## config.mk

```make
export PLATFORM = sky130hd
export DESIGN_NAME = rsts_back
export DESIGN_NICKNAME = d
export VERILOG_FILES = /design/src/hw/rtl/rsts_pkg.sv /design/src/hw/rtl/rsts_back.sv
export SDC_FILE = /design/constraint.sdc
export NUM_CORES = 2
export LEC_CHECK = 0
export BUFFER_PORTS_ARGS = -buffer_cell sky130_fd_sc_hd__buf_4
export CORE_MARGIN = 1.5
export CORE_UTILIZATION = 50
export CTS_BUF_LIST = sky130_fd_sc_hd__clkbuf_16
export DETAILED_ROUTE_END_ITERATION = 6
export PLACE_DENSITY = 0.7
export SYNTH_ARGS = -nofsm -noshare
export SYNTH_HDL_FRONTEND = slang
export SYNTH_SLANG_ARGS = --single-unit
```

## constraint.sdc

```tcl
create_clock -name clk -period 32.6 [get_ports clk]
set_input_delay 1.63 -clock clk [delete_from_list [all_inputs] [get_ports clk]]
set_output_delay 1.63 -clock clk [all_outputs]
set_load 0.05 [all_outputs]
```

## src/hw/rtl/rsts_pkg.sv

```systemverilog
// Shared types, constants and helpers of the receive sequence tracker.
package rsts_pkg;

  localparam int SEQ_SPACE  = 65536;
  localparam int SEQ_W      = 16;
  localparam int SEQ_IDX_W  = $clog2(SEQ_SPACE);
  localparam int ROW_W      = 64;
  localparam int ROW_BIT_W  = $clog2(ROW_W);
  localparam int ROWS       = SEQ_SPACE / ROW_W;
  localparam int ROW_ADDR_W = $clog2(ROWS);

  localparam int Q_DEPTH = 4;
  localparam int Q_PTR_W = $clog2(Q_DEPTH);
  localparam int Q_CNT_W = Q_PTR_W + 1;

  localparam int VERDICT_W = 3;
  localparam logic [VERDICT_W-1:0] VERDICT_RTT        = 3'd0;
  localparam logic [VERDICT_W-1:0] VERDICT_NO_RTT     = 3'd1;
  localparam logic [VERDICT_W-1:0] VERDICT_WRONG_TYPE = 3'd2;
  localparam logic [VERDICT_W-1:0] VERDICT_DUPLICATE  = 3'd3;
  localparam logic [VERDICT_W-1:0] VERDICT_OUT_OF_SEQ = 3'd4;
  localparam logic [VERDICT_W-1:0] VERDICT_CLEARED    = 3'd5;

  localparam logic [31:0] MAX32 = 32'hFFFF_FFFF;
  localparam logic [47:0] MAX48 = 48'hFFFF_FFFF_FFFF;

  typedef enum logic [1:0] {
    KIND_PACKET    = 2'd0,
    KIND_CLEAR     = 2'd1,
    KIND_BAD_TYPE  = 2'd2,
    KIND_DUPLICATE = 2'd3
  } kind_t;

  typedef struct packed {
    logic             operation;
    logic             type_ok;
    logic [SEQ_W-1:0] seq_num;
    logic [31:0]      send_time;
    logic [31:0]      arrival_time;
    logic             peer_ftt_valid;
    logic [31:0]      peer_ftt;
    logic [15:0]      size_bytes;
  } in_item_t;

  typedef struct packed {
    kind_t            kind;
    logic [SEQ_W-1:0] seq_num;
    logic [31:0]      arrival_time;
    logic             peer_ftt_valid;
    logic [31:0]      fwd;
    logic [32:0]      rtt;
    logic [15:0]      size_bytes;
  } qitem_t;

  typedef struct packed {
    logic               empty;
    logic [Q_CNT_W-1:0] count;
  } q_stat_t;

  typedef struct packed {
    logic [VERDICT_W-1:0] verdict;
    logic [31:0]          forward_time;
    logic [32:0]          round_trip_time;
    logic [31:0]          received_count;
    logic [31:0]          lost_count;
    logic [31:0]          invalid_count;
    logic [SEQ_W-1:0]     highest_seq;
    logic [31:0]          rtt_sample_count;
    logic [47:0]          sum_forward_time;
    logic [47:0]          sum_round_trip_time;
    logic [47:0]          sum_bytes;
    logic [47:0]          sum_interval;
  } result_t;

  function automatic logic [31:0] sat_add32(logic [31:0] a, logic [31:0] b);
    logic [32:0] s;
    s = {1'b0, a} + {1'b0, b};
    return s[32] ? MAX32 : s[31:0];
  endfunction

  function automatic logic [47:0] sat_add48(logic [47:0] a, logic [32:0] b);
    logic [48:0] s;
    s = {1'b0, a} + {16'd0, b};
    return s[48] ? MAX48 : s[47:0];
  endfunction

endpackage

```

## src/hw/rtl/rsts_back.sv

```systemverilog
// Back end: sequence check against the last accepted number and statistics update.
module rsts_back import rsts_pkg::*; (
  input  logic    clk,
  input  logic    rst,
  input  logic    drop,
  input  qitem_t  head,
  input  q_stat_t q_stat,
  output logic    q_pop,
  output logic    res_valid,
  output result_t res,
  input  logic    pop
);

  logic [SEQ_W-1:0] last_seq,       last_seq_next;
  logic [31:0]      recv_cnt,       recv_cnt_next;
  logic [31:0]      loss_cnt,       loss_cnt_next;
  logic [31:0]      bad_cnt,        bad_cnt_next;
  logic [31:0]      rtt_cnt,        rtt_cnt_next;
  logic [47:0]      ftt_total,      ftt_total_next;
  logic [47:0]      rtt_total,      rtt_total_next;
  logic [47:0]      byte_total,     byte_total_next;
  logic [47:0]      interval_total, interval_total_next;
  logic [31:0]      last_arrival,   last_arrival_next;

  logic             go;
  logic [SEQ_W:0]   esn;
  logic [SEQ_W:0]   seq_w;
  logic [SEQ_W:0]   gap;
  logic [31:0]      dt;
  result_t          res_next;

  assign go    = !q_stat.empty && (!res_valid || pop);
  assign q_pop = go;
  assign esn   = {1'b0, last_seq} + (SEQ_W + 1)'(1);
  assign seq_w = {1'b0, head.seq_num};
  assign gap   = seq_w - esn;
  assign dt    = (head.arrival_time > last_arrival) ? head.arrival_time - last_arrival : '0;

  always_comb begin
    last_seq_next       = last_seq;
    recv_cnt_next       = recv_cnt;
    loss_cnt_next       = loss_cnt;
    bad_cnt_next        = bad_cnt;
    rtt_cnt_next        = rtt_cnt;
    ftt_total_next      = ftt_total;
    rtt_total_next      = rtt_total;
    byte_total_next     = byte_total;
    interval_total_next = interval_total;
    last_arrival_next   = last_arrival;
    res_next.verdict         = VERDICT_CLEARED;
    res_next.forward_time    = '0;
    res_next.round_trip_time = '0;
    unique case (head.kind)
      KIND_CLEAR: begin
        recv_cnt_next       = '0;
        loss_cnt_next       = '0;
        rtt_cnt_next        = '0;
        ftt_total_next      = '0;
        rtt_total_next      = '0;
        byte_total_next     = '0;
        interval_total_next = '0;
        res_next.verdict    = VERDICT_CLEARED;
      end
      KIND_BAD_TYPE: begin
        bad_cnt_next     = sat_add32(bad_cnt, 32'd1);
        res_next.verdict = VERDICT_WRONG_TYPE;
      end
      KIND_DUPLICATE: begin
        bad_cnt_next     = sat_add32(bad_cnt, 32'd1);
        res_next.verdict = VERDICT_DUPLICATE;
      end
      KIND_PACKET: begin
        if (drop && seq_w < esn) begin
          res_next.verdict = VERDICT_OUT_OF_SEQ;
        end else begin
          res_next.forward_time    = head.fwd;
          res_next.round_trip_time = head.rtt;
          if (head.peer_ftt_valid) begin
            rtt_total_next   = sat_add48(rtt_total, head.rtt);
            rtt_cnt_next     = sat_add32(rtt_cnt, 32'd1);
            res_next.verdict = VERDICT_RTT;
          end else begin
            res_next.verdict = VERDICT_NO_RTT;
          end
          ftt_total_next = sat_add48(ftt_total, {1'b0, head.fwd});
          recv_cnt_next  = sat_add32(recv_cnt, 32'd1);
          last_seq_next  = head.seq_num;
          // Count the skipped numbers as lost.
          if (drop && seq_w > esn) begin
            loss_cnt_next = sat_add32(loss_cnt, {16'd0, gap[SEQ_W-1:0]});
          end
          byte_total_next     = sat_add48(byte_total, {17'd0, head.size_bytes});
          interval_total_next = sat_add48(interval_total, {1'b0, dt});
          last_arrival_next   = head.arrival_time;
        end
      end
      default: begin
        res_next.verdict = VERDICT_CLEARED;
      end
    endcase
    res_next.received_count      = recv_cnt_next;
    res_next.lost_count          = loss_cnt_next;
    res_next.invalid_count       = bad_cnt_next;
    res_next.highest_seq         = last_seq_next;
    res_next.rtt_sample_count    = rtt_cnt_next;
    res_next.sum_forward_time    = ftt_total_next;
    res_next.sum_round_trip_time = rtt_total_next;
    res_next.sum_bytes           = byte_total_next;
    res_next.sum_interval        = interval_total_next;
  end

  always_ff @(posedge clk) begin
    if (rst) begin
      res_valid      <= 1'b0;
      last_seq       <= '0;
      recv_cnt       <= '0;
      loss_cnt       <= '0;
      bad_cnt        <= '0;
      rtt_cnt        <= '0;
      ftt_total      <= '0;
      rtt_total      <= '0;
      byte_total     <= '0;
      interval_total <= '0;
      last_arrival   <= '0;
    end else begin
      if (go) begin
        res_valid      <= 1'b1;
        last_seq       <= last_seq_next;
        recv_cnt       <= recv_cnt_next;
        loss_cnt       <= loss_cnt_next;
        bad_cnt        <= bad_cnt_next;
        rtt_cnt        <= rtt_cnt_next;
        ftt_total      <= ftt_total_next;
        rtt_total      <= rtt_total_next;
        byte_total     <= byte_total_next;
        interval_total <= interval_total_next;
        last_arrival   <= last_arrival_next;
      end else if (pop) begin
        res_valid <= 1'b0;
      end
    end
    if (go) begin
      res <= res_next;
    end
  end

endmodule

```

; Yosys cells after proc, flatten, opt, wreduce, memory -nomap -nowiden
; Cells that the tools add are included.
[op_classes]
n_mux = 34
add_sub_neg = 11
bitwise_logic = 2
n_eq_ne = 3
n_lt_le_gt_ge = 3
reduce_logical = 11
[op_table]
columns = operator, count
row1 = 48-bit 2-to-1 mux, 9
row2 = 48-bit one-hot mux with 2 select lines, 4
row3 = 32-bit 2-to-1 mux, 11
row4 = 32-bit one-hot mux with 2 select lines, 3
row5 = "32-bit by 1-bit adder with 33-bit output, second input constant", 3
row6 = 48-bit by 32-bit adder with 49-bit output, 2
row7 = 48-bit by 16-bit adder with 49-bit output, 1
row8 = 48-bit by 33-bit adder with 49-bit output, 1
row9 = 32-bit by 16-bit adder with 33-bit output, 1
row10 = 32-bit > comparator, 1
row11 = 16-bit 2-to-1 mux, 2
row12 = 32-bit subtractor, 1
row13 = "16-bit by 1-bit adder with 17-bit output, second input constant", 1
row14 = 16-bit by 17-bit > comparator with 1-bit output, 1
row15 = 16-bit by 17-bit < comparator with 1-bit output, 1
row16 = 16-bit subtractor, 1
row17 = 3-bit one-hot mux with 4 select lines, 1
row18 = "2-bit == test, second input constant", 2
row19 = 2-bit OR reduction, 2
row20 = 1-bit logical AND, 3
row21 = 1-bit 2-to-1 mux, 3
row22 = 3-bit 2-to-1 mux, 1
row23 = 3-bit AND reduction, 1
row24 = "2-bit by 1-bit == test with 1-bit output, second input constant", 1
row25 = other kinds (5), 7
[totals]
regBits = 773
in_bits = 140
word_cells = 87
out_inout_bits = 406

; Longest topological paths before layout
[depth]
ltp_word = 7
mapped_depth = 27
depth_no_buf = 25

; Worst setup path before layout
; No wires, ideal clock.
[synth_path]
path_type = input to output
from = input pop
to = output q_pop
n_path_buf = 3
setup_slack_ns = 17.009
cell_stages = 6
arrival_ns = 13.961
required_time_ns = 30.970
path_cell_list = nand2b_1 -> nand2b_1 -> inv_2 -> clkbuf_1 -> clkbuf_1 -> buf_1
[synth_between]
elab_chain_len = 2
[synth_rtl]
columns = item, line
row1 = from (decl), rsts_back.sv:11  ; input logic pop
row2 = 1-bit logical OR, rsts_back.sv:32  ; assign go = !q_stat.empty && (!res_valid || pop);
row3 = 1-bit logical AND, rsts_back.sv:32
row4 = to (decl), rsts_back.sv:8  ; output logic q_pop,
; No other way between the ends.

; Worst setup path in the final report
[layout_path]
from = input head[82] in the netlist's numbering
to = register res[43] in the netlist's numbering (data pin)
[layout_between]
elab_chain_len = 6
elab_cells_between_ends = 7
classes_between = add/sub (2) / order compare (1) / mux (4)
[layout_rtl]
columns = item, line
row1 = from (decl), rsts_back.sv:6  ; input qitem_t head,
row2 = 32-bit subtractor / 32-bit > comparator (equally long branches), rsts_back.sv:37  ; assign dt = (head.arrival_time > last_arrival) ? head.arrival_time - last_arrival : '0;
row3 = 32-bit 2-to-1 mux (*), rsts_back.sv:37
row4 = 48-bit by 32-bit adder with 49-bit output (*), rsts_pkg.sv:83  ; s = {1'b0, a} + {16'd0, b};
row5 = 48-bit 2-to-1 mux (*), rsts_pkg.sv:84  ; return s[48] ? MAX48 : s[47:0];
row6 = 48-bit 2-to-1 mux (*), rsts_back.sv:73  ; if (drop && seq_w < esn) begin
row7 = 48-bit one-hot mux with 2 select lines (*), rsts_back.sv:53  ; unique case (head.kind)
row8 = via interval_total_next[43], rsts_back.sv:22  ; logic [47:0] interval_total, interval_total_next;
row9 = to (signal assigned), rsts_back.sv:143  ; res <= res_next;
row10 = to (decl), rsts_back.sv:10  ; output result_t res,
; The timed path passes the listed nets; every way through them passes the cells marked *.
; A chain may end at the register's enable or synchronous reset.

==> results.tsv <==
metric	value	unit
setup.reg_to_reg.worst_slack	24.87	ns
dr.first_iter.drc_count	3265	
boundaryPins	546	
post_route_cells_drive_above_1_share	0.150	
worstMarginPinSlew	1.30	ns
grt_antenna_before_repair	9	
route.antenna.remaining_nets	0	
post-route-min-period	8.52	ns
avgViaCountPerCell	6.05	
synthDistinctLibCells	113	
clock_sinks	773	
async_reset_ff_frac	0	
deepest_clock_path_buffer_count	3	
p_int	1.78	mW
max_slew_margin	0.136	
yosysSeqAreaShare	0.443	
crit_path_max_fanout	32	
ys_warn_count	0	
tritoncts_clock_tree	built	
netlist_instances	4988	
crit_path_cell_trace	buf_4 > inv_1 > ha_1 > fa_1 > inv_1 > a21o_1 > a221o_1 > a211o_1 > a211o_1 > a21oi_2 > o211ai_1 > a221oi_1 > a41o_1 > nor2_1 > ha_1 > a21oi_1 > nand4b_1 > nand3_1 > o21ai_1 > o21a_1 > or4_1 > a21oi_4 > inv_1 > a311oi_1	
nets	5694	
ys_dominant_reg_cell	edfxtp_1	
arrival	8.96	ns
final_critical_path_setup_slack	24.08	ns
syn_area_per_cell	8.84	sq um
syn-num-nets	5316	
detailedPlacementHpwl	96000	um
port_buffers	542	
gr-usage-all-layers	0.295	
grt-ovfl-total	0	
vias_in_the_first_global_route	37196	
finish.utilization	0.594	
fin_setup_tns	0	ns
worst_hold_path_type	reg -> reg	
min_period_over_period	0.261	
critical-path-max-stage-delay	0.82	ns
rows	108	
synth.ff_latch_count	773	
worst_setup_hold_path_clk_slew	0.06	ns
clkLatencyLatePin	0.67	ns
wl_per_cell	20.9	um
setup.worst_path.start_class	input port	
run_status	finished, final reports clean	
worstSetupPathType	in -> reg	
drt-total-wl	138000	um
cp_common_cell	inv_1	
htree_levels	3	
cts-root-buf	clkbuf_16	
cts_hold_repair.buffers	0	
skew	0.0264	ns
power.combinational.fraction	0.190	
vdd_ir_drop_max	0.0000478	V
worstPathRequired	33.04	ns
netSwitchingPower	0.778	mW
timing.critical_path.slowest_stage_cell	a21oi_4	
floorplan.die_area	90000	sq um
max_freq	117	MHz
max_cap_viol_count	0	
cts-resized-gates	0	
synth_area	44100	sq um
grt_setup_unrepaired	false	
number_of_flops_mapped_to_enable_cells_by_yosys	404	
slew_viol_final	0	
end_kind	flop	
gp_congestion	0.938	
cts-buffers-inserted	88	
p_leak	20.9	nW
report.final.hold_viol_count	0	
routed-via-count	39954	
initial_core_util	0.507	
detailedRoute.firstPassIterationCount	6	
detail_route.drc_violations	0	
die_h	300	um
finalSetupViolations	0	
power.share.clock	0.380	
power_per_cell_area	49.5	nW/um^2
whs	0.453	ns
seq_power_share	0.430	
layout-area-overhead-vs-synth	17.2	%
postLayoutCellArea	51700	sq um
pre_cts_ws	23.42	ns
fp.dieW	300	um
wire_length_of_the_first_global_routing_pass	210000	um
place_area	48900	sq um
cts_setup_buffers	0	
power.switching_fraction	0.304	
grt_max_degree	167	
core_region_area	87000	sq um
-- synth_stat cells, types with 8 or more instances --
cell type	number	area share
o22ai_1	21	0.0030
a211o_1	19	0.0038
ha_1	181	0.051
o21ai_1	13	0.0015
a31oi_1	97	0.014
nor2_1	487	0.041
dfxtp_1	369	0.17
o21bai_1	22	0.0037
nand2b_1	33	0.0047
o21ai_0	400	0.045
a21o_1	112	0.019
nand2_1	656	0.056
a31o_2	8	0.0016
o211ai_1	19	0.0032
xor2_1	75	0.015
o21a_1	51	0.0087
or3_1	21	0.0030
a221oi_1	16	0.0032
nor2b_1	29	0.0041
nor4_1	17	0.0024
and2_1	106	0.015
a21oi_1	441	0.050
nand4_1	52	0.0074
xnor2_1	99	0.020
a311oi_1	75	0.015
edfxtp_1	404	0.28
buf_2	52	0.0059
nor3_1	114	0.013
o22a_1	36	0.0071
mux2i_1	11	0.0025
a22oi_1	10	0.0017
a22o_1	32	0.0064
buf_4	10	0.0017
clkbuf_1	209	0.018
o211a_1	10	0.0023
nand3_1	132	0.015
a41oi_1	24	0.0048
and4_1	34	0.0068
inv_1	107	0.0091
o221a_2	19	0.0049
buf_1	16	0.0014
or2_2	11	0.0016
a211oi_1	61	0.010
and3_1	97	0.014
o31ai_1	19	0.0032
-- critical path: cells and delay by family --
kind            cells  cell delay (ns)
fa+ha+maj           3             0.79
compound gates     13             4.58
buf+inv             4             0.62
simple gates        4             1.29
-- through the flow --
stage / std cells / power, mW
after global placement: 6431 / 1.60
after detailed placement: 6431 / 1.60
final: 6604 / 2.56
after floorplan: 4988 / 1.46
after CTS: 6597 / 2.57
after global routing: 6603 / 2.65
-- cells by family after synthesis --
kind of cell | after synthesis | synth area share
adder cells (fa/ha/maj) | 188 | 0.0545
AND/OR/NAND/NOR | 1845 | 0.195
AO/OA/AOI/OAI | 1590 | 0.233
flip-flops | 773 | 0.443
multiplexers | 13 | 0.00301
buffers and inverters | 405 | 0.0376
XOR/XNOR | 174 | 0.0345
-- state kept, by name, indices dropped and copies added (netlist names) --
signal / count
bad_cnt: 32
byte_total: 48
ftt_total: 48
interval_total: 48
last_arrival: 32
last_seq: 16
loss_cnt: 32
recv_cnt: 32
res: 404
res_valid: 1
rtt_cnt: 32
rtt_total: 48
-- routing by layer --
metal / up-vias / routed length [um] / track usage
met5: - / 27 / 0
met4: 4 / 5300 / 0.124
met3: 270 / 11100 / 0.0612
met2: 1575 / 65000 / 0.490
met1: 18970 / 56500 / 0.374
li1: 19135 / - / -
-- path summary, 6_finish.rpt --
path / from / end / cells past startpoint
hold / removal: last_arrival[17] / last_arrival[17] / 2
setup / recovery: head[82] / res[43] / 24
hold reg to reg: last_arrival[17] / last_arrival[17] / 2
setup reg to reg: last_arrival[0] / res[43] / 22
-- area by class of cell --
cell class / instances / area, sq um
fillers: 7721 / 35300
multi-input cells: 3810 / 23100
inverters: 110 / 420
well taps: 1155 / 1450
diodes: 7 / 17.5
clock inverters: 76 / 563
flip-flops and latches: 773 / 19500
repair buffers: 583 / 4410
clock buffers: 90 / 2250
-- power by group through the flow --
stage          Clock, mW  Combinational (mW)  Sequential, mW
6_report           0.973               0.486            1.10
3_5_place_dp           0               0.482            1.12
4_1_cts            0.990               0.484            1.10
3_3_place_gp           0               0.478            1.12
2_1_floorplan          0               0.225            1.24
5_1_grt             1.02               0.521            1.10
-- placed cells by master (no fill, tap or decap), types with 75 or more instances in the layout --
master,n
a21o_1,112
a21oi_1,437
a311oi_1,75
a31oi_1,96
and2_1,106
and3_1,97
buf_4,580
clkbuf_16,90
dfxtp_1,369
edfxtp_1,404
ha_1,181
inv_1,132
nand2_1,652
nand3_1,132
nor2_1,483
nor3_1,114
o21ai_0,400
xnor2_1,99
xor2_1,75
Note: power is estimated with default switching activity, not from simulation.
