File: src/hw/rtl/rsts_pkg.sv
// Shared types, constants and helpers of the receive sequence tracker.
package rsts_pkg;

  localparam int SEQ_SPACE  = 65536;
  localparam int SEQ_W      = 16;
  localparam int SEQ_IDX_W  = $clog2(SEQ_SPACE);
  localparam int ROW_W      = 64;
  localparam int ROW_BIT_W  = $clog2(ROW_W);
  localparam int ROWS       = SEQ_SPACE / ROW_W;
  localparam int ROW_ADDR_W = $clog2(ROWS);

  localparam int Q_DEPTH = 4;
  localparam int Q_PTR_W = $clog2(Q_DEPTH);
  localparam int Q_CNT_W = Q_PTR_W + 1;

  localparam int VERDICT_W = 3;
  localparam logic [VERDICT_W-1:0] VERDICT_RTT        = 3'd0;
  localparam logic [VERDICT_W-1:0] VERDICT_NO_RTT     = 3'd1;
  localparam logic [VERDICT_W-1:0] VERDICT_WRONG_TYPE = 3'd2;
  localparam logic [VERDICT_W-1:0] VERDICT_DUPLICATE  = 3'd3;
  localparam logic [VERDICT_W-1:0] VERDICT_OUT_OF_SEQ = 3'd4;
  localparam logic [VERDICT_W-1:0] VERDICT_CLEARED    = 3'd5;

  localparam logic [31:0] MAX32 = 32'hFFFF_FFFF;
  localparam logic [47:0] MAX48 = 48'hFFFF_FFFF_FFFF;

  typedef enum logic [1:0] {
    KIND_PACKET    = 2'd0,
    KIND_CLEAR     = 2'd1,
    KIND_BAD_TYPE  = 2'd2,
    KIND_DUPLICATE = 2'd3
  } kind_t;

  typedef struct packed {
    logic             operation;
    logic             type_ok;
    logic [SEQ_W-1:0] seq_num;
    logic [31:0]      send_time;
    logic [31:0]      arrival_time;
    logic             peer_ftt_valid;
    logic [31:0]      peer_ftt;
    logic [15:0]      size_bytes;
  } in_item_t;

  typedef struct packed {
    kind_t            kind;
    logic [SEQ_W-1:0] seq_num;
    logic [31:0]      arrival_time;
    logic             peer_ftt_valid;
    logic [31:0]      fwd;
    logic [32:0]      rtt;
    logic [15:0]      size_bytes;
  } qitem_t;

  typedef struct packed {
    logic               empty;
    logic [Q_CNT_W-1:0] count;
  } q_stat_t;

  typedef struct packed {
    logic [VERDICT_W-1:0] verdict;
    logic [31:0]          forward_time;
    logic [32:0]          round_trip_time;
    logic [31:0]          received_count;
    logic [31:0]          lost_count;
    logic [31:0]          invalid_count;
    logic [SEQ_W-1:0]     highest_seq;
    logic [31:0]          rtt_sample_count;
    logic [47:0]          sum_forward_time;
    logic [47:0]          sum_round_trip_time;
    logic [47:0]          sum_bytes;
    logic [47:0]          sum_interval;
  } result_t;

  function automatic logic [31:0] sat_add32(logic [31:0] a, logic [31:0] b);
    logic [32:0] s;
    s = {1'b0, a} + {1'b0, b};
    return s[32] ? MAX32 : s[31:0];
  endfunction

  function automatic logic [47:0] sat_add48(logic [47:0] a, logic [32:0] b);
    logic [48:0] s;
    s = {1'b0, a} + {16'd0, b};
    return s[48] ? MAX48 : s[47:0];
  endfunction

endpackage

File: src/hw/rtl/rsts_queue.sv
// Short queue of classified items between the front and back ends.
module rsts_queue import rsts_pkg::*; (
  input  logic    clk,
  input  logic    rst,
  input  logic    push,
  input  qitem_t  push_item,
  input  logic    pop,
  output qitem_t  head,
  output q_stat_t stat
);

  qitem_t             entries [Q_DEPTH];
  logic [Q_PTR_W-1:0] wr_ptr;
  logic [Q_PTR_W-1:0] rd_ptr;
  logic [Q_CNT_W-1:0] count;

  assign head       = entries[rd_ptr];
  assign stat.count = count;
  assign stat.empty = (count == '0);

  always_ff @(posedge clk) begin
    if (rst) begin
      wr_ptr <= '0;
      rd_ptr <= '0;
      count  <= '0;
    end else begin
      if (push) begin
        wr_ptr <= wr_ptr + 1'b1;
      end
      if (pop) begin
        rd_ptr <= rd_ptr + 1'b1;
      end
      if (push && !pop) begin
        count <= count + 1'b1;
      end else if (pop && !push) begin
        count <= count - 1'b1;
      end
    end
    if (push) begin
      entries[wr_ptr] <= push_item;
    end
  end

endmodule

File: config.mk
export PLATFORM = sky130hd
export DESIGN_NAME = rsts_queue
export DESIGN_NICKNAME = d
export VERILOG_FILES = /design/src/hw/rtl/rsts_pkg.sv /design/src/hw/rtl/rsts_queue.sv
export SDC_FILE = /design/constraint.sdc
export NUM_CORES = 1
export LEC_CHECK = 0
export BUFFER_PORTS_ARGS = -buffer_cell sky130_fd_sc_hd__buf_2
export CORE_MARGIN = 2
export CORE_UTILIZATION = 60
export CTS_BUF_LIST = sky130_fd_sc_hd__clkbuf_16
export DETAILED_ROUTE_END_ITERATION = 10
export PLACE_DENSITY_LB_ADDON = 0.25
export SLEW_MARGIN = 20
export SYNTH_ARGS = -nofsm -noshare
export SYNTH_HDL_FRONTEND = slang
export SYNTH_SLANG_ARGS = --single-unit
File: constraint.sdc
create_clock -name clk -period 11 [get_ports clk]
set_input_delay 1.1 -clock clk [delete_from_list [all_inputs] [get_ports clk]]
set_output_delay 1.1 -clock clk [all_outputs]
set_load 0.02 [all_outputs]
=== After elaboration in Yosys (flattened, before gate mapping) ===
Memory sizes are Yosys's and may differ from the RTL's. A register that Yosys moved wholly into a read port is not among the register bits.
Cells that the tools add are included.

* Register bits: 7
* Bits in writable memories: 528
* Output and inout bits: 136
* Word-level logic and storage cells: 20
* Memories kept: 1

* $add $sub $neg: 4
* Mux-type cells: 6
* Reductions and logical operators: 6

{| class="wikitable"
|+ Memories
! memory !! words !! bits a word !! rd ports !! clocked after Yosys merged registers in !! write ports !! line !! text
|-
| entries || 4 || 132 || 1 || 1 || 1 || rsts_queue.sv:12 || <nowiki>qitem_t entries [Q_DEPTH];</nowiki>
|}

{| class="wikitable"
|+ Operators with widths
! cell !! number
|-
| two-way mux 3 bit || 2
|-
| adder 2 x 1 -> 2 bit, second input constant || 2
|-
| two-way mux 2 bit || 2
|-
| adder 3 x 1 -> 3 bit, second input constant || 1
|-
| zero test 3 bit || 1
|-
| subtractor 3 x 1 -> 3 bit, second input constant || 1
|-
| logical AND 1 bit || 2
|-
| zero test 1 bit || 2
|-
| two-way mux 1 bit || 2
|-
| nonzero test 2 bit || 1
|}

=== Depth between registers and ports, before layout ===
Gate-level depths: netlist of run 1.

* Depth in word-level cells: 4
* Mapped depth: 7
* Depth with buffers taken out: 7

=== Worst setup path before layout of run 1 ===
OpenSTA, ideal clock, no wires.

* Path type: input -> register
* Start: in push
* End: mem entries[0][0] in the netlist's numbering, enable pin
* Library setup time: 0.506 ns
* Data arrival time: 4.122 ns
* Required time: 10.494 ns
* Path slack: 6.372 ns
* Stages: 1
* Buffers on the path: 0
* Cells stage by stage: and2_1

* Longest elaborated chain between the ends: 2

{| class="wikitable"
|+ RTL lines
! what !! line !! text
|-
| start, declared || rsts_queue.sv:5 || <nowiki>input logic push,</nowiki>
|-
| two-way mux 1 bit || rsts_queue.sv:39 || <nowiki>if (push) begin</nowiki>
|-
| two-way mux 1 bit (implied by the code) || rsts_queue.sv:40 || <nowiki>entries[wr_ptr] <= push_item;</nowiki>
|-
| end, declared || rsts_queue.sv:12 ||
|}

Every way passes these cells.

==> results of run 1 <==
layout by cell type, fill, tap and decap left out, types with 3 or more instances in the layout:
| cell type | instances |
|---|---|
| and2_4 | 4 |
| inv_1 | 17 |
| clkinv_1 | 19 |
| clkinv_2 | 6 |
| buf_2 | 271 |
| diode_2 | 6 |
| mux4_2 | 132 |
| xor2_1 | 3 |
| dfxtp_1 | 7 |
| nor2_1 | 7 |
| edfxtp_1 | 528 |
| clkbuf_16 | 51 |
| ha_1 | 5 |
| buf_4 | 11 |
path summary, 6_finish.rpt:
check                                from             end  slack (ns)
worst min-delay path            rd_ptr[1]       rd_ptr[1]        0.54
worst min register to register  rd_ptr[1]       rd_ptr[1]        0.54
worst max-delay path             register        head[53]        6.81
worst max register to register  wr_ptr[0]  entries[0][65]        8.26
cells in the mapped netlist, drive strengths merged:
cell | number | area (sq um)
or3 | 1 | 6.26
mux2i | 2 | 20.0
mux4 | 132 | 2970
o21ai | 1 | 5.00
edfxtp | 528 | 15900
inv | 4 | 15.0
buf | 25 | 188
xnor2 | 2 | 17.5
ha | 5 | 62.6
fa | 1 | 20.0
nor2 | 7 | 26.3
clkbuf | 6 | 22.5
nor3 | 1 | 5.00
nand2 | 1 | 3.75
and2 | 4 | 25.0
dfxtp | 9 | 180
a21oi | 1 | 5.00
xor2 | 3 | 26.3
registers in the layout, indices dropped and copies added, names as in the netlist, named ones only:
name	count
entries	528
count	3
rd_ptr	2
wr_ptr	2
area by class of cell:
type / instances / area, sq um
Sequential cell: 537 / 16000
Multi-Input combinational cell: 161 / 3210
Fill cell: 1856 / 9030
Timing Repair Buffer: 283 / 1470
Clock buffer: 51 / 1280
Inverter: 4 / 15.0
Tap cell: 402 / 503
Clock inverter: 40 / 166
Antenna cell: 6 / 15.0
worst reg2reg max path, stage by stage (launching register included):
cell     delay (ns)
dfxtp_1        0.35
inv_1          0.09
ha_1           0.14
and2_4         0.82
buf_4          0.94
metal layers:
metal	vias up	GRT usage (%)	wire, um
met5	-	0	71
met4	10	5.44	753
met3	57	6.79	3240
met2	308	33.2	16900
met1	4461	30.2	14500
li1	3780	-	-
cell families (layout without fill, tap and decap cells):
logic type | count (synthesis) | in the layout | synth area share [%]
AO/OA/AOI/OAI | 2 | 2 | 0.0514
AND/OR/NAND/NOR | 14 | 14 | 0.341
multiplexers | 134 | 134 | 15.4
buffers and inverters | 35 | 378 | 1.16
XOR/XNOR | 5 | 5 | 0.225
other | 0 | 6 | 0
adder cells (fa/ha/maj) | 6 | 6 | 0.424
flip-flops | 537 | 537 | 82.4
power breakdown:
group	internal, mW	leakage, nW	total (mW)	switching [mW]
Combinational	0.189	1.99	0.469	0.280
Clock	0.834	0.756	1.52	0.683
Sequential	2.35	4.93	2.39	0.0350
==> run_results.csv, run 1 <==
group,metric,value,unit
power,p_leak,7.67,nW
grt,first_global_vias,9150,
power,ir_drop,198,uV
sta,slew_headroom,30.0,%
critical_path,cp_cell_sequence,"buf_4 > mux4_2 > buf_2",
sta,period_minus_slack,4.19,ns
floorplanning,die_w,184,um
finish,layout-drive-gt1-share,44.6,%
floorplanning,start_util,61.3,%
grt,grt_overflow_total,0,
route,vias,8616,
placed_design,hpwl,20700,um
route,routedWlPerCell,23.9,um
sta,whs,0.540,ns
cts,cts_max_path_buffers,3,
cts,cts_root_buf,"clkbuf_16",
logic_synthesis,ys_warn_count,0,
critical_path,critPathKind,"reg2out",
grt,grt_first_pass_wirelength,53600,um
finish,utilization,71.5,%
route,drc,0,
power,totalPowerFinal,4.37,mW
sta,setup_viol,0,
route,finalWirelength,35500,um
route,firstDrtPassIters,5,
placed_design,dp_cells,1386,
placed_design,post-place-ws,7.22,ns
cts,cts-htree-levels,2,
placed_design,dpl_cell_area,21200,sq um
cts,holdBufCountCts,0,
route,drt_iter0_markers,628,
critical_path,cp_max_fo,47,
floorplanning,io_pins,272,
placed_design,port_buffers,271,
logic_synthesis,synthCells,733,
grt,gr-usage-all-layers,21.4,%
worst_hold_path,hold_path.class,"reg2reg",
sta,slew_viol_final,0,
route,antenna_left,0,
sta,finalWorstSetupSlack,6.81,ns
critical_path,cp.arrival,3.09,ns
finish,layout.nets,1180,
cts,worstSkewPairLatency,0.54,ns
logic_synthesis,synth-seq-area-share,82.4,%
cts,clkTransAtPathRegs,0.06,ns
finish,area_growth,16.6,%
grt,antenna_found_initial,9,
critical_path,cp_slowest_stage_delay,0.85,ns
critical_path,path_depth,3,
floorplanning,rows,65,
sta,fin_crit_sh,38.1,%
cts,cts_num_sinks,537,
sta,finalHoldViolCount,0,
cts,postCtsSetupRepairBufs,0,
cts,cts_resized,0,
route,viasPerCell,5.81,
sta,tightest_slew,1.05,ns
run,maxCapViolations,0,
critical_path,end_kind,"primary output",
sta,fmax,238,MHz
cts,cts_buffers,51,
logic_synthesis,syn_avg_cell_area,26.5,sq um
critical_path,worst-r2r-cell-count,4,
logic_synthesis,ys_types,19,
grt,grt_max_degree,68,
logic_synthesis,netlist_area,19500,sq um
floorplanning,coreArea,31700,sq um
floorplanning,die_h,184,um
floorplanning,dieArea,33900,sq um
placed_design,place.gp.congestion,0.723,
cts,cts_tree,"yes",
power,p_per_area,193,nW/um^2
critical_path,start_kind,"register",
worst_hold_path,min_path_cells,2,
sta,setup-tns-final,0,ns
critical_path,slowest_stage,"buf_4",
finish,design_area,22700,sq um
critical_path,worst-path-buf-inv,2,
critical_path,required,9.90,ns
sta,fin_skew,0.00808,ns
critical_path,path_delay_family,"buffers and inverters",
run_status,status,"finished clean",
logic_synthesis,synth_fp_nets,875,
sta,rsz0062_at_grt,"no",
logic_synthesis,synth_seq_cells,537,
finish,final_cell_count_no_fill,1484,
Power figures use the tool's default switching activity.
==> run 2: changes to the inputs <==
- ABC_AREA: default -> 1
- CORE_UTILIZATION: 60 -> 57
- clock period: 11 -> 4.3 ns (I/O delays scaled with it)
==> run 2 against run 1 <==
  * Clock skew is 0.0011 ns lower
  * Worst setup slack worse by 5.8 ns
  * Flip-flop and latch count is the same
  * First-iteration DRC count up 44%
  * Non-clock buffer count increased by 1
  * Total power grew to 2.6 times the previous value
  * Via count grew 38%
==> run_results.csv, run 2 <==
group,metric,value,unit
logic_synthesis,synthXorXnorAreaFrac,0.0441,%
placed_design,port_buffers,271,
cts,cts_resized,0,
worst_hold_path,min_from,"rst",
logic_synthesis,ys_warn_count,0,
sta,finalHoldViolCount,0,
route,firstDrtPassIters,5,
floorplanning,io_pins,272,
finish,nFillCells,2393,
logic_synthesis,synthCells,1333,
logic_synthesis,synth_simple_gate_area_share,5.36,%
finish,ff_latch_area,16000,sq um
finish,largest_reg_flops,528,
finish,reg_top3,"entries (528), count (3)",
grt,grt_max_degree,176,
logic_synthesis,synth-seq-area-share,80.8,%
grt,gr-usage-all-layers,22.2,%
power,ir_drop,450,uV
grt,grt_first_pass_wirelength,62000,um
critical_path,start_kind,"register",
cts,holdBufCountCts,0,
route,drc,0,
logic_synthesis,synth_fp_nets,1475,
sta,fin_crit_sh,76.7,%
cts,cts_max_path_buffers,3,
placed_design,dpl_cell_area,21600,sq um
critical_path,critPathKind,"reg2out",
route,vias,11900,
finish,multiInputGateArea,3340,sq um
cts,cts_num_sinks,537,
critical_path,cp_slowest_stage_delay,0.90,ns
critical_path,r2r_end,"entries[0][96]",
finish,layout-drive-gt1-share,22.2,%
sta,fin_skew,0.00699,ns
sta,slew_viol_final,0,
finish,area_growth,16.6,%
placed_design,hpwl,22500,um
route,viasPerCell,5.70,
sta,fmax,303,MHz
critical_path,cp_max_fo,132,
run_status,status,"finished clean",
sta,slew_headroom,25.8,%
route,finalWirelength,41100,um
cts,cts_tree,"yes",
logic_synthesis,synth-compound-area-share,11.0,%
critical_path,required,3.87,ns
critical_path,regToRegStartpoint,"wr_ptr[1]",
sta,setup_viol,0,
critical_path,reg2reg_slack,2.17,ns
finish,design_area,23200,sq um
finish,layout.nets,1726,
cts,postCtsSetupRepairBufs,0,
power,p_leak,8.09,nW
critical_path,path_depth,4,
floorplanning,coreArea,34500,sq um
logic_synthesis,synth_seq_cells,537,
grt,grt_overflow_total,0,
floorplanning,start_util,57.6,%
logic_synthesis,synth_top_family_by_area,"compound AO/OA/AOI/OAI gates",
route,drt_iter0_markers,907,
cts,clkTransAtPathRegs,0.06,ns
critical_path,worst-r2r-cell-count,5,
placed_design,place.gp.congestion,0.738,
cts,cts_root_buf,"clkbuf_16",
worst_hold_path,min_path_cells,2,
critical_path,worst-path-buf-inv,2,
logic_synthesis,syn_avg_cell_area,14.9,sq um
finish,final_cell_mix,"edfxtp_1 (528), buf_2 (271), nor2_1 (270), o21ai_0 (141), o22ai_1 (132)",
logic_synthesis,synth_edf_count,528,
sta,setup-tns-final,0,ns
logic_synthesis,synthAdderAreaFrac,0.416,%
critical_path,end_kind,"primary output",
grt,first_global_vias,11600,
logic_synthesis,synth-main-ff-cell,"edfxtp_1",
route,routedWlPerCell,19.7,um
route,antenna_left,0,
critical_path,cp.arrival,2.87,ns
critical_path,slowest_stage,"inv_6",
critical_path,path_delay_family,"buffers and inverters",
floorplanning,die_h,191,um
logic_synthesis,yosys-top-cells-area,"edfxtp_1 (80%), nor2_1 (5.1%), o22ai_1 (4.2%)",
power,p_per_area,491,nW/um^2
floorplanning,rows,68,
cts,cts_buffers,51,
sta,rsz0062_at_grt,"no",
floorplanning,die_w,191,um
critical_path,setup.worst_path.end,"head[86]",
critical_path,cp_cell_sequence,"inv_6 > o21ai_1 > o22ai_1 > buf_2",
logic_synthesis,netlist_area,19900,sq um
grt,antenna_found_initial,17,
run,maxCapViolations,0,
finish,regMostFlops,"entries",
logic_synthesis,async_flop_share,0,%
logic_synthesis,synth_mux_area_share,0,%
logic_synthesis,netlist_top_cells_count,"edfxtp_1 (528), nor2_1 (270), o21ai_0 (141)",
logic_synthesis,yosysTopAreaCellShare,79.9,%
finish,mostFrequentLayoutCell,"edfxtp_1",
cts,cts-htree-levels,2,
logic_synthesis,ys_types,21,
logic_synthesis,synth_top_area_cell,"edfxtp_1",
logic_synthesis,synth_most_common_cell,"edfxtp_1",
sta,period_minus_slack,3.30,ns
sta,tightest_slew,1.11,ns
floorplanning,dieArea,36300,sq um
cts,worstSkewPairLatency,0.56,ns
worst_hold_path,hold_path.class,"in2reg",
[run 2: cell families after synthesis]
| group | count (synthesis) |
|---|---|
| buf+inv | 103 |
| simple gates | 282 |
| compound gates | 404 |
| xor+xnor | 1 |
| flops | 537 |
| fa+ha+maj | 6 |
[run 2: power by group]
group,internal (mW),switching (mW)
Sequential,5.99,0.0737
Combinational,0.333,0.805
Clock,2.39,1.77
Total,8.71,2.65
[run 2: cell type report]
class | instances | area share, %
diodes | 11 | 0.119
well taps | 455 | 2.46
flip-flops and latches | 537 | 69.3
multi-input cells | 693 | 14.4
repair buffers | 284 | 6.55
clock buffers | 53 | 5.73
clock inverters | 35 | 0.994
inverters | 17 | 0.416
[run 2: routing by layer]
layer / part of all wire, % / vias to the layer above / routed length, um / GRT usage [%]
met2: 48 / 381 / 19600 / 35.9
met1: 41 / 5839 / 16800 / 28.8
met4: 2.3 / 18 / 958 / 7.36
met5: 0.27 / - / 113 / 0
li1: - / 5565 / - / -
met3: 8.7 / 84 / 3570 / 7.12
[run 2: worst min-delay path by stage]
stage	to
final	count[0]
after CTS	count[0]
after global routing	count[0]
after detailed placement	register
after global placement	register
after floorplan	register
[run 2: through the flow]
stage | utilization, % | instances | power [mW] | hold slack [ns] | setup slack [ns]
after CTS | 67.1 | 2074 | 11.4 | 0.00513 | 0.991
final | 67.2 | 2085 | 11.4 | 0.0392 | 1.00
after floorplan | - | 1333 | 6.87 | 0.412 | 0.685
after global placement | 62.6 | 1986 | 7.28 | 0.416 | 1.63
after global routing | 67.1 | 2078 | 11.7 | 0.0190 | 0.820
after detailed placement | 62.6 | 1986 | 7.32 | 0.454 | 1.58
==> run 3: changes to the inputs <==
- ABC_AREA: 1 -> 0
- clock period: 4.3 -> 3.05 ns (I/O delays scaled with it)
==> run 3 against run 2 <==
  * Total power is 47% higher
  * Non-clock buffer count is 137 higher
  * Clock skew is 0.0078 ns higher
  * Utilization is 5.8 points higher
  * Sequential share of layout area is 3.8 points lower
  * Worst setup slack worse by 0.52 ns
  * Via count is 22% lower
  * Critical path type unchanged
==> run_results.csv, run 3 (synthesis gave the netlist of run 1 again) <==
group,metric,value,unit
sta,finalHoldViolCount,0,
worst_hold_path,min_path_cells,3,
grt,first_global_vias,9929,
route,viasPerCell,5.60,
cts,cts_num_sinks,537,
run,maxCapViolations,0,
critical_path,worst-r2r-cell-count,4,
route,firstDrtPassIters,5,
sta,fin_skew,0.0148,ns
sta,tightest_slew,0.609,ns
placed_design,port_buffers,271,
finish,area_growth,25.8,%
finish,layout-drive-gt1-share,40.9,%
power,p_leak,8.38,nW
floorplanning,start_util,58.0,%
finish,regMostFlops,"entries",
finish,mostFrequentLayoutCell,"edfxtp_1",
finish,layout.nets,1318,
cts,cts_tree,"yes",
cts,cts_max_path_buffers,3,
worst_hold_path,hold_path.class,"in2reg",
floorplanning,dieArea,35600,sq um
cts,worstSkewPairLatency,0.57,ns
sta,setup_viol,0,
grt,grt_overflow_total,0,
sta,period_minus_slack,2.57,ns
finish,utilization,73.0,%
grt,antenna_found_initial,2,
critical_path,required,2.74,ns
route,routedWlPerCell,22.5,um
placed_design,hpwl,21500,um
sta,slew_viol_final,0,
floorplanning,die_w,189,um
placed_design,place.gp.congestion,0.710,
finish,nFillCells,1883,
route,vias,9321,
grt,gr-usage-all-layers,21.5,%
critical_path,end_kind,"primary output",
route,finalWirelength,37500,um
critical_path,cp.arrival,2.26,ns
floorplanning,rows,67,
route,antenna_left,0,
cts,clkTransAtPathRegs,0.06,ns
sta,setup-tns-final,0,ns
floorplanning,coreArea,33500,sq um
route,drt_iter0_markers,615,
power,ir_drop,609,uV
critical_path,cp_max_fo,16,
critical_path,start_kind,"register",
finish,reg_top3,"entries (528), count (3)",
finish,largest_reg_flops,528,
grt,grt_first_pass_wirelength,57100,um
power,p_per_area,683,nW/um^2
floorplanning,die_h,189,um
sta,fmax,389,MHz
sta,rsz0062_at_grt,"no",
cts,cts-htree-levels,2,
cts,postCtsSetupRepairBufs,0,
sta,fin_crit_sh,84.2,%
critical_path,reg2reg_slack,1.11,ns
critical_path,critPathKind,"reg2out",
grt,grt_max_degree,61,
finish,final_cell_mix,"edfxtp_1 (528), buf_2 (271), dlygate4sd3_1 (133), mux4_2 (132), clkbuf_16 (53)",
run_status,status,"finished clean",
cts,cts_buffers,51,
sta,slew_headroom,59.4,%
route,drc,0,
floorplanning,io_pins,272,
cts,cts_root_buf,"clkbuf_16",
run 3: changes by cell type in the layout (fill, tap and decap cells not counted), sizes merged, moves of 16 or more:
cell,previous run,this run
o22ai,132,0
inv,28,12
o21ai,269,1
dlygate4sd3,0,133
nor2,270,7
mux4,0,132
run 3: critical path, stage by stage (launching register included):
cell and delay (ns):
dfxtp_4 0.58, buf_4 0.34, mux4_2 0.58, buf_2 0.18
run 3: area by class of cell:
cell class / instances / area, sq um / area share, %
Clock buffer: 53 / 1330 / 5.42
Clock inverter: 37 / 344 / 1.41
Multi-Input combinational cell: 161 / 3210 / 13.1
Sequential cell: 537 / 16000 / 65.5
Tap cell: 448 / 561 / 2.29
Timing Repair Buffer: 421 / 2980 / 12.2
Inverter: 4 / 15.0 / 0.0613
Antenna cell: 3 / 7.51 / 0.0307
run 3: stage by stage:
| stage | setup WS (ns) | instance area, sq um | cells | power [mW] | hold slack, ns |
|---|---|---|---|---|---|
| after floorplan | 0.444 | 19500 | 733 | 9.85 | 0.404 |
| after global placement | 1.04 | 21500 | 1438 | 10.5 | 0.483 |
| after detailed placement | 1.03 | 21500 | 1438 | 10.5 | 0.508 |
| after CTS | 0.396 | 24500 | 1661 | 16.9 | 0.0476 |
| after global routing | 0.341 | 24500 | 1663 | 17.3 | 0.101 |
| final | 0.482 | 24500 | 1664 | 16.7 | 0.0790 |
run 3: repair_timing:
item	4_1_cts	5_1_grt
endpoints found under the hold margin	535	0
gates resized for setup	0	0
hold buffers	133	0
run 3: path summary, 6_finish.rpt:
check / from / to
hold / removal: pop / rd_ptr[0]
hold reg to reg: count[2] / count[2]
setup reg to reg: wr_ptr[0] / entries[2][95]
setup / recovery: register / head[30]
run 3: metal layers:
layer  global-route usage [%]  part of all wire (%)
met3                     5.76                   7.8
met1                     28.9                    40
met2                     34.8                    49
met5                        0                     0
met4                     7.00                   2.7
run 3: where the power goes:
part	switching, mW	leakage, nW	internal, mW
Sequential	0.112	4.93	8.48
Combinational	1.08	2.60	0.829
Clock	2.52	0.845	3.71
Total	3.71	8.38	13.0
